`src/design/smv_pkg.sv`:
```
// ----------------------------------------------------------------------------
// Streaming mean and variance package
// Widths, status codes and sequencer states shared by the unit and its checker.
// ----------------------------------------------------------------------------
`timescale 1ns / 1ps

package smv_pkg;

  localparam int SMP_W  = 16;
  localparam int CNT_W  = 17;
  localparam int SUM_W  = 33;
  localparam int SQ_W   = 47;
  localparam int MAG_W  = 32;
  localparam int PROD_W = 64;
  localparam int DEN_W  = 33;
  localparam int VAR_W  = 32;
  localparam int ITER_W = 6;

  typedef logic [1:0] status_t;

  localparam status_t ST_OK  = 2'd0;
  localparam status_t ST_FEW = 2'd1;
  localparam status_t ST_OVF = 2'd2;

  typedef enum logic [3:0] {
    S_ACC,
    S_SETUP,
    S_MEAN_DIV,
    S_MEAN_FIX,
    S_MUL_DEN,
    S_MUL_N_S2,
    S_MUL_SQ,
    S_SUB,
    S_DIV_VAR,
    S_DONE
  } state_t;

endpackage

```
`src/design/streaming_mean_variance_unit.sv`:
```
// A sample that is not last is taken one sample per cycle while the sequencer is idle.
// A last beat starts the shared 65-bit add/subtract unit after a setup step: 32 mean
// division steps, 16 + 17 + 32 multiply steps and 64 variance division steps, or only
// the mean division steps when the status is not OK.
// The input is stalled while the sequencer runs; the result sits in an output register.
// Reset (rst_n, synchronous, active low) clears the accumulators and the sequencer.
// ----------------------------------------------------------------------------
// Streaming mean and variance unit
// Accumulates count, sum and sum of squares, then derives the floor mean and
// the unbiased variance with one shared adder under a small sequencer.
// ----------------------------------------------------------------------------
`timescale 1ns / 1ps

module streaming_mean_variance_unit #(
  parameter int MAX_COUNT    = 65536,
  parameter int SAMPLE_WIDTH = 16
) (
  input  logic                         clk,
  input  logic                         rst_n,
  input  logic                         in_valid,
  output logic                         in_stall,
  input  logic signed [smv_pkg::SMP_W-1:0] in_sample,
  input  logic                         in_last,
  output logic                         out_valid,
  input  logic                         out_stall,
  output logic signed [smv_pkg::SMP_W-1:0] out_mean,
  output logic [smv_pkg::VAR_W-1:0]    out_variance,
  output logic [smv_pkg::CNT_W-1:0]    out_count,
  output smv_pkg::status_t             out_status
);

  import smv_pkg::*;

  localparam logic [CNT_W-1:0] MAX_CNT = CNT_W'(MAX_COUNT);

  state_t state_r, state_nxt;

  logic [CNT_W-1:0]         n_r, n_nxt;
  logic signed [SUM_W-1:0]  sum_r, sum_nxt;
  logic [SQ_W-1:0]          sq_r, sq_nxt;
  logic                     ovf_r, ovf_nxt;

  logic [PROD_W-1:0]        acc_r, acc_nxt;
  logic [PROD_W-1:0]        opa_r, opa_nxt;
  logic [MAG_W-1:0]         opb_r, opb_nxt;
  logic [PROD_W-1:0]        p1_r, p1_nxt;
  logic [DEN_W-1:0]         den_r, den_nxt;
  logic [DEN_W-1:0]         rem_r, rem_nxt;
  logic [ITER_W-1:0]        cnt_r, cnt_nxt;
  logic [SMP_W-1:0]         mean_r, mean_nxt;

  logic                     out_valid_r, out_valid_nxt;
  logic [SMP_W-1:0]         out_mean_r;
  logic [VAR_W-1:0]         out_variance_r;
  logic [CNT_W-1:0]         out_count_r;
  status_t                  out_status_r;

  logic                     in_fire;
  logic                     out_free;
  logic signed [SMP_W-1:0]  smp;
  logic signed [2*SMP_W-1:0] smp_sq;
  logic                     sum_neg;
  logic [MAG_W-1:0]         sum_mag;
  status_t                  status;

  logic [PROD_W-1:0]        add_a;
  logic [PROD_W-1:0]        add_b;
  logic                     add_sub;
  logic [PROD_W:0]          add_sum;
  logic [DEN_W:0]           div_shift;
  logic                     div_ge;
  logic [DEN_W-1:0]         rem_step;

  assign smp     = SMP_W'($signed(in_sample[SAMPLE_WIDTH-1:0]));
  assign smp_sq  = smp * smp;
  assign in_fire = in_valid && !in_stall;
  assign sum_neg = sum_r[SUM_W-1];
  assign sum_mag = sum_neg ? MAG_W'(-sum_r) : sum_r[MAG_W-1:0];

  always_comb begin
    if (ovf_r) begin
      status = ST_OVF;
    end else if (n_r < CNT_W'(2)) begin
      status = ST_FEW;
    end else begin
      status = ST_OK;
    end
  end

  // Shared add/subtract unit: multiply steps add, division steps trial-subtract.
  assign div_shift = {rem_r, acc_r[PROD_W-1]};

  always_comb begin
    add_a   = '0;
    add_b   = '0;
    add_sub = 1'b0;
    unique case (state_r)
      S_MEAN_DIV, S_DIV_VAR: begin
        add_a   = PROD_W'(div_shift);
        add_b   = PROD_W'(den_r);
        add_sub = 1'b1;
      end
      S_MUL_DEN, S_MUL_N_S2, S_MUL_SQ: begin
        add_a = acc_r;
        add_b = opb_r[0] ? opa_r : '0;
      end
      S_SUB: begin
        add_a   = p1_r;
        add_b   = acc_r;
        add_sub = 1'b1;
      end
      default: begin
        add_a   = '0;
        add_b   = '0;
        add_sub = 1'b0;
      end
    endcase
  end

  assign add_sum  = {1'b0, add_a} + {1'b0, add_sub ? ~add_b : add_b} + (PROD_W + 1)'(add_sub);
  assign div_ge   = add_sum[PROD_W];
  assign rem_step = div_ge ? add_sum[DEN_W-1:0] : div_shift[DEN_W-1:0];

  // Output-side control.
  always_comb begin
    in_stall = (state_r != S_ACC);
    out_free = !out_valid_r || !out_stall;
  end

  // Next state.
  always_comb begin
    state_nxt = state_r;
    unique case (state_r)
      S_ACC:      if (in_fire && in_last) state_nxt = S_SETUP;
      S_SETUP:    state_nxt = S_MEAN_DIV;
      S_MEAN_DIV: if (cnt_r == '0) state_nxt = S_MEAN_FIX;
      S_MEAN_FIX: state_nxt = (status == ST_OK) ? S_MUL_DEN : S_DONE;
      S_MUL_DEN:  if (cnt_r == '0) state_nxt = S_MUL_N_S2;
      S_MUL_N_S2: if (cnt_r == '0) state_nxt = S_MUL_SQ;
      S_MUL_SQ:   if (cnt_r == '0) state_nxt = S_SUB;
      S_SUB:      state_nxt = S_DIV_VAR;
      S_DIV_VAR:  if (cnt_r == '0) state_nxt = S_DONE;
      S_DONE:     if (out_free) state_nxt = S_ACC;
      default:    state_nxt = S_ACC;
    endcase
  end

  // Datapath next values.
  always_comb begin
    n_nxt         = n_r;
    sum_nxt       = sum_r;
    sq_nxt        = sq_r;
    ovf_nxt       = ovf_r;
    acc_nxt       = acc_r;
    opa_nxt       = opa_r;
    opb_nxt       = opb_r;
    p1_nxt        = p1_r;
    den_nxt       = den_r;
    rem_nxt       = rem_r;
    cnt_nxt       = cnt_r;
    mean_nxt      = mean_r;
    out_valid_nxt = out_valid_r && out_stall;
    unique case (state_r)
      S_ACC: begin
        if (in_fire) begin
          if (n_r >= MAX_CNT) begin
            ovf_nxt = 1'b1;
          end else begin
            n_nxt   = n_r + CNT_W'(1);
            sum_nxt = sum_r + SUM_W'(smp);
            sq_nxt  = sq_r + SQ_W'($unsigned(smp_sq));
          end
        end
      end
      S_SETUP: begin
        acc_nxt = {sum_mag, {(PROD_W - MAG_W){1'b0}}};
        rem_nxt = '0;
        den_nxt = DEN_W'(n_r);
        cnt_nxt = ITER_W'(MAG_W - 1);
      end
      S_MEAN_DIV, S_DIV_VAR: begin
        acc_nxt = {acc_r[PROD_W-2:0], div_ge};
        rem_nxt = rem_step;
        cnt_nxt = cnt_r - ITER_W'(1);
      end
      S_MEAN_FIX: begin
        mean_nxt = sum_neg ? (SMP_W'(0) - acc_r[SMP_W-1:0] - SMP_W'(rem_r != '0))
                           : acc_r[SMP_W-1:0];
        acc_nxt  = '0;
        opa_nxt  = PROD_W'(n_r);
        opb_nxt  = MAG_W'(n_r - CNT_W'(1));
        cnt_nxt  = ITER_W'(CNT_W - 2);
      end
      S_MUL_DEN, S_MUL_N_S2, S_MUL_SQ: begin
        acc_nxt = add_sum[PROD_W-1:0];
        opa_nxt = {opa_r[PROD_W-2:0], 1'b0};
        opb_nxt = {1'b0, opb_r[MAG_W-1:1]};
        cnt_nxt = cnt_r - ITER_W'(1);
        if (cnt_r == '0) begin
          if (state_r == S_MUL_DEN) begin
            den_nxt = add_sum[DEN_W-1:0];
            acc_nxt = '0;
            opa_nxt = PROD_W'(sq_r);
            opb_nxt = MAG_W'(n_r);
            cnt_nxt = ITER_W'(CNT_W - 1);
          end else if (state_r == S_MUL_N_S2) begin
            p1_nxt  = add_sum[PROD_W-1:0];
            acc_nxt = '0;
            opa_nxt = PROD_W'(sum_mag);
            opb_nxt = sum_mag;
            cnt_nxt = ITER_W'(MAG_W - 1);
          end
        end
      end
      S_SUB: begin
        acc_nxt = add_sum[PROD_W-1:0];
        rem_nxt = '0;
        cnt_nxt = ITER_W'(PROD_W - 1);
      end
      S_DONE: begin
        if (out_free) begin
          out_valid_nxt = 1'b1;
          n_nxt         = '0;
          sum_nxt       = '0;
          sq_nxt        = '0;
          ovf_nxt       = 1'b0;
        end
      end
      default: begin
        out_valid_nxt = out_valid_r && out_stall;
      end
    endcase
  end

  always_ff @(posedge clk) begin
    if (!rst_n) begin
      state_r     <= S_ACC;
      n_r         <= '0;
      sum_r       <= '0;
      sq_r        <= '0;
      ovf_r       <= 1'b0;
      cnt_r       <= '0;
      out_valid_r <= 1'b0;
    end else begin
      state_r     <= state_nxt;
      n_r         <= n_nxt;
      sum_r       <= sum_nxt;
      sq_r        <= sq_nxt;
      ovf_r       <= ovf_nxt;
      cnt_r       <= cnt_nxt;
      out_valid_r <= out_valid_nxt;
    end
  end

  always_ff @(posedge clk) begin
    acc_r  <= acc_nxt;
    opa_r  <= opa_nxt;
    opb_r  <= opb_nxt;
    p1_r   <= p1_nxt;
    den_r  <= den_nxt;
    rem_r  <= rem_nxt;
    mean_r <= mean_nxt;
    if (state_r == S_DONE && out_free) begin
      out_mean_r     <= mean_r;
      out_variance_r <= (status == ST_OK) ? acc_r[VAR_W-1:0] : '0;
      out_count_r    <= n_r;
      out_status_r   <= status;
    end
  end

  assign out_valid    = out_valid_r;
  assign out_mean     = out_mean_r;
  assign out_variance = out_variance_r;
  assign out_count    = out_count_r;
  assign out_status   = out_status_r;

endmodule

```
`config.mk`:
```
export PLATFORM = sky130hd
export DESIGN_NAME = streaming_mean_variance_unit
export DESIGN_NICKNAME = d
export VERILOG_FILES = /design/src/design/smv_pkg.sv /design/src/design/streaming_mean_variance_unit.sv
export SDC_FILE = /design/constraint.sdc
export NUM_CORES = 2
export LEC_CHECK = 0
export ABC_AREA = 1
export BUFFER_PORTS_ARGS = -buffer_cell sky130_fd_sc_hd__buf_2
export CAP_MARGIN = 10
export CELL_PAD_IN_SITES_DETAIL_PLACEMENT = 0
export CELL_PAD_IN_SITES_GLOBAL_PLACEMENT = 2
export CORE_MARGIN = 1
export CORE_UTILIZATION = 36
export CTS_BUF_LIST = sky130_fd_sc_hd__clkbuf_8
export CTS_CLUSTER_SIZE = 20
export DETAILED_ROUTE_END_ITERATION = 10
export PLACE_DENSITY_LB_ADDON = 0.2
export SYNTH_ARGS = -nofsm -noshare
export SYNTH_HDL_FRONTEND = slang
export SYNTH_SLANG_ARGS = --single-unit
```
`constraint.sdc`:
```
create_clock -name clk -period 10.8 [get_ports clk]
set_input_delay 1.08 -clock clk [delete_from_list [all_inputs] [get_ports clk]]
set_output_delay 1.08 -clock clk [all_outputs]
set_load 0.02 [all_outputs]
```
==> metrics.md <==
| Metric | Value |
|---|---|
| Detail Route Antenna Nets | 0 |
| Initial antenna violation count | 3 |
| Max Clock Skew | 0.04175 ns |
| Post-CTS Setup Bufs | 0 |
| Post-synth ARST share | 0 |
| Path length in cells of the critical path | 34 |
| Die Wd | 338.0 microns |
| Post-synthesis sequential area ratio | 0.3292 |
| Final Hold Vio Count | 0 |
| CP max-delay cell | fa_1 |
| Met2 usage | 0.4244 |
| CP max FO | 33 |
| Routability cong. | 0.9588 |
| Post-Syn Instances | approximately 5100 |
| Nature of the critical path endpoint | flip-flop |
| Number of synthesized flops with an enable pin | 373 |
| Final nets | between 5000 and 6000 |
| Worst-Margin Slew | 1.107 ns |
| RSZ-0062 raised after global routing | no |
| Vias | 34834 |
| Vias per inst | 5.168 |
| Syn_nets | approximately 5600 |
| Main synth FF type | edfxtp_1 |
| GR Util met3 | 0.02523 |
| Gr busiest metal | met2 |
| Root buf cell | clkbuf_8 |
| CTS Sinks | 482 |
| Final setup vio count | 0 |
| Crit path largest cell delay | 0.55 ns |
| YS warnings | 0 |
| Row count | 122 |
| Detailed Routing Iterations Pass 1 | 5 |
| Syn_area_per_cell | 7.915 sq um |
| Initial Util | 0.3653 |
| First-pass GRT wire length | 213300 microns |
| Hold path endpoint | out_mean[13] |
| Clock period minus worst slack | ~8.5 ns |
| Grt total ovfl | 0 |
| Period Utilization, post-route | 0.7829 |
| CP top delay family | adder cells |
| CP startpoint kind | input port |
| Drt wl/cell | 20.62 microns |
| Unique masters post-synth | 59 |
| Flops & latches, synth | a little under 500 |
| CTS max path bufs | 3 |
| Most frequent cells in the layout | nand2_1 (983), inv_1 (899), a21oi_1 (417), nor2_1 (412), o21ai_0 (402) |
| Reg2Reg Launch Point | state_r[2] |
| Max-cap violations | 0 |
| Worst Hold Path Cells | 0 |
| Hold-fix buffer count after cts | 0 |
| DRC viols | 0 |
| Clock buffers created by TritonCTS | 90 |
| Worst R2R Path Depth | 23 |
| Status | finished clean |
| H-tree depth | 3 |
| Slew HR | 0.2541 |
| Hold path start | mean_r[13] |
| Largest net degree at the start of global routing | 76 |
| Max-slew violations | 0 |
| Req. time, crit path | around 11 ns |
| Area grow syn2layout | 9.006% |
| DRT Wirelength | 139000 microns |
| Met1 GRT Util | 0.3235 |
| Sum of buffers and inverters on the critical path | 9 |
| Port buffer count | 89 |
| GRT Util Overall | 0.2444 |
| Num ports | 90 |
| # fillers | roughly 12000 |
| Detailed Place HPWL | 107000 microns |
| WP data arrival | between 9 and 10 ns |
| Commonest non-fill, non-tap cell in the layout | nand2_1 |
| Resize count post-CTS | 0 |
| Detailed Route Iter0 Violations | 2423 |
| Final setup TNS | 0 ns |
| Core ar. | 111300 sq um |
| Hold Path Class | reg -> reg |
| Vias in the first global route | around 35000 |
| Clock-pin slew on the worst setup and hold paths | 0.06 ns |
| Critical path's most frequent cell | inv_1 |
| Share of cells above drive strength 1 | 0.06764 |
| Worst R2R Setup Slack | 4.40 ns |
| Die H | 338.0 microns |
| TritonCTS clock tree | done |
| Max frequency | 118.3 MHz |
| R2r endpoint | rem_r[25] |
| Worst-skew pair later-pin latency | 0.76 ns |
| Die area | 114300 sq um |
| Synth Cell Area | slightly above 40000 sq um |
| Critical path type | in -> reg |
-- worst max-delay path by stage --
stage                              from        to  slack (ns)
final                     in_sample[15]  sq_r[46]        2.35
after global routing      in_sample[15]  sq_r[43]        1.64
after CTS                 in_sample[15]  sq_r[43]        2.33
after detailed placement  in_sample[15]  sq_r[43]        1.48
after global placement    in_sample[15]  sq_r[43]        1.62
after floorplan              state_r[3]  acc_r[0]      0.0009
-- stage by stage --
stage            util  std cells  cell area (sq um)  worst slack [ns]  hold slack (ns)
2_1_floorplan       -       5136              40650         0.0008686           0.4003
3_3_place_gp   0.3826       6571              42570             1.625           0.4038
3_5_place_dp   0.3826       6571              42570             1.484           0.4061
4_1_cts        0.3981       6736              44300             2.333           0.4217
5_1_grt        0.3982       6739              44310             1.645           0.4227
6_report       0.3982       6740              44310             2.345           0.4191
-- registers in the layout, summed over array words and instances, names as in the netlist, 33 cells and up --
| name | count |
|---|---|
| opa_r | 64 |
| p1_r | 64 |
| rem_r | 33 |
| sq_r | 47 |
| den_r | 33 |
| acc_r | 64 |
| sum_r | 33 |
-- kinds of logic (layout without fill, tap and decap cells) --
group,count (synthesis),after routing,share of synthesized area
adder cells (fa/ha/maj),475,475,0.1905
XOR/XNOR,141,141,0.03167
other,0,4,0
AO/OA/AOI/OAI,1191,1191,0.1659
flip-flops,482,482,0.3292
buffers and inverters,1067,1179,0.09958
AND/OR/NAND/NOR,1780,1780,0.1831
-- cells in the mapped netlist, types with 12 or more instances --
| cell type | n | area [sq um] |
|---|---|---|
| a21o_1 | 22 | 165.2 |
| ha_1 | 235 | 2940 |
| xnor2_1 | 39 | 341.6 |
| inv_1 | 872 | 3273 |
| nor4_1 | 26 | 162.7 |
| a21oi_1 | 417 | 2087 |
| buf_1 | 13 | 48.80 |
| nand2_1 | 986 | 3701 |
| xor2_1 | 95 | 832.1 |
| buf_2 | 21 | 105.1 |
| or2_2 | 33 | 206.5 |
| and2_1 | 13 | 81.33 |
| fa_1 | 240 | 4805 |
| dfxtp_1 | 109 | 2182 |
| o21ai_1 | 13 | 65.06 |
| o211ai_1 | 69 | 518.0 |
| o21ai_0 | 404 | 2022 |
| nor2_1 | 416 | 1562 |
| inv_2 | 17 | 63.81 |
| edfxtp_1 | 373 | 11200 |
| o2111ai_1 | 12 | 105.1 |
| nor3_1 | 65 | 325.3 |
| nand3_1 | 165 | 825.8 |
| nand4_1 | 24 | 150.1 |
| a22oi_1 | 32 | 240.2 |
| nand2_2 | 15 | 93.84 |
| a31oi_1 | 37 | 231.5 |
| o22ai_1 | 99 | 619.3 |
| clkbuf_1 | 139 | 521.8 |
| o21a_1 | 27 | 202.7 |
-- routing by layer --
metal  vias to the layer above  share of wire  wire [microns]
met1                     16864           0.45           63160
met3                       152          0.039            5374
met2                       702           0.48           67410
met5                         -              0               0
met4                         0          0.022            3049
li1                      17116              -               -
-- cell type report --
cell class	instances	area (sq um)	area share
multi-input combinational	3587	23270	0.5252
sequential	482	13380	0.3021
inverter	891	3352	0.07565
tap	1488	1862	0.04202
clock buffer	99	1363	0.03075
timing repair buffer	123	700.7	0.01581
clock inverter	66	365.4	0.008245
antenna	4	10.01	0.0002259
Power is left out: the tool's default activity adds up to more than one toggle a clock period on the data nets, which glitch-free logic cannot reach.
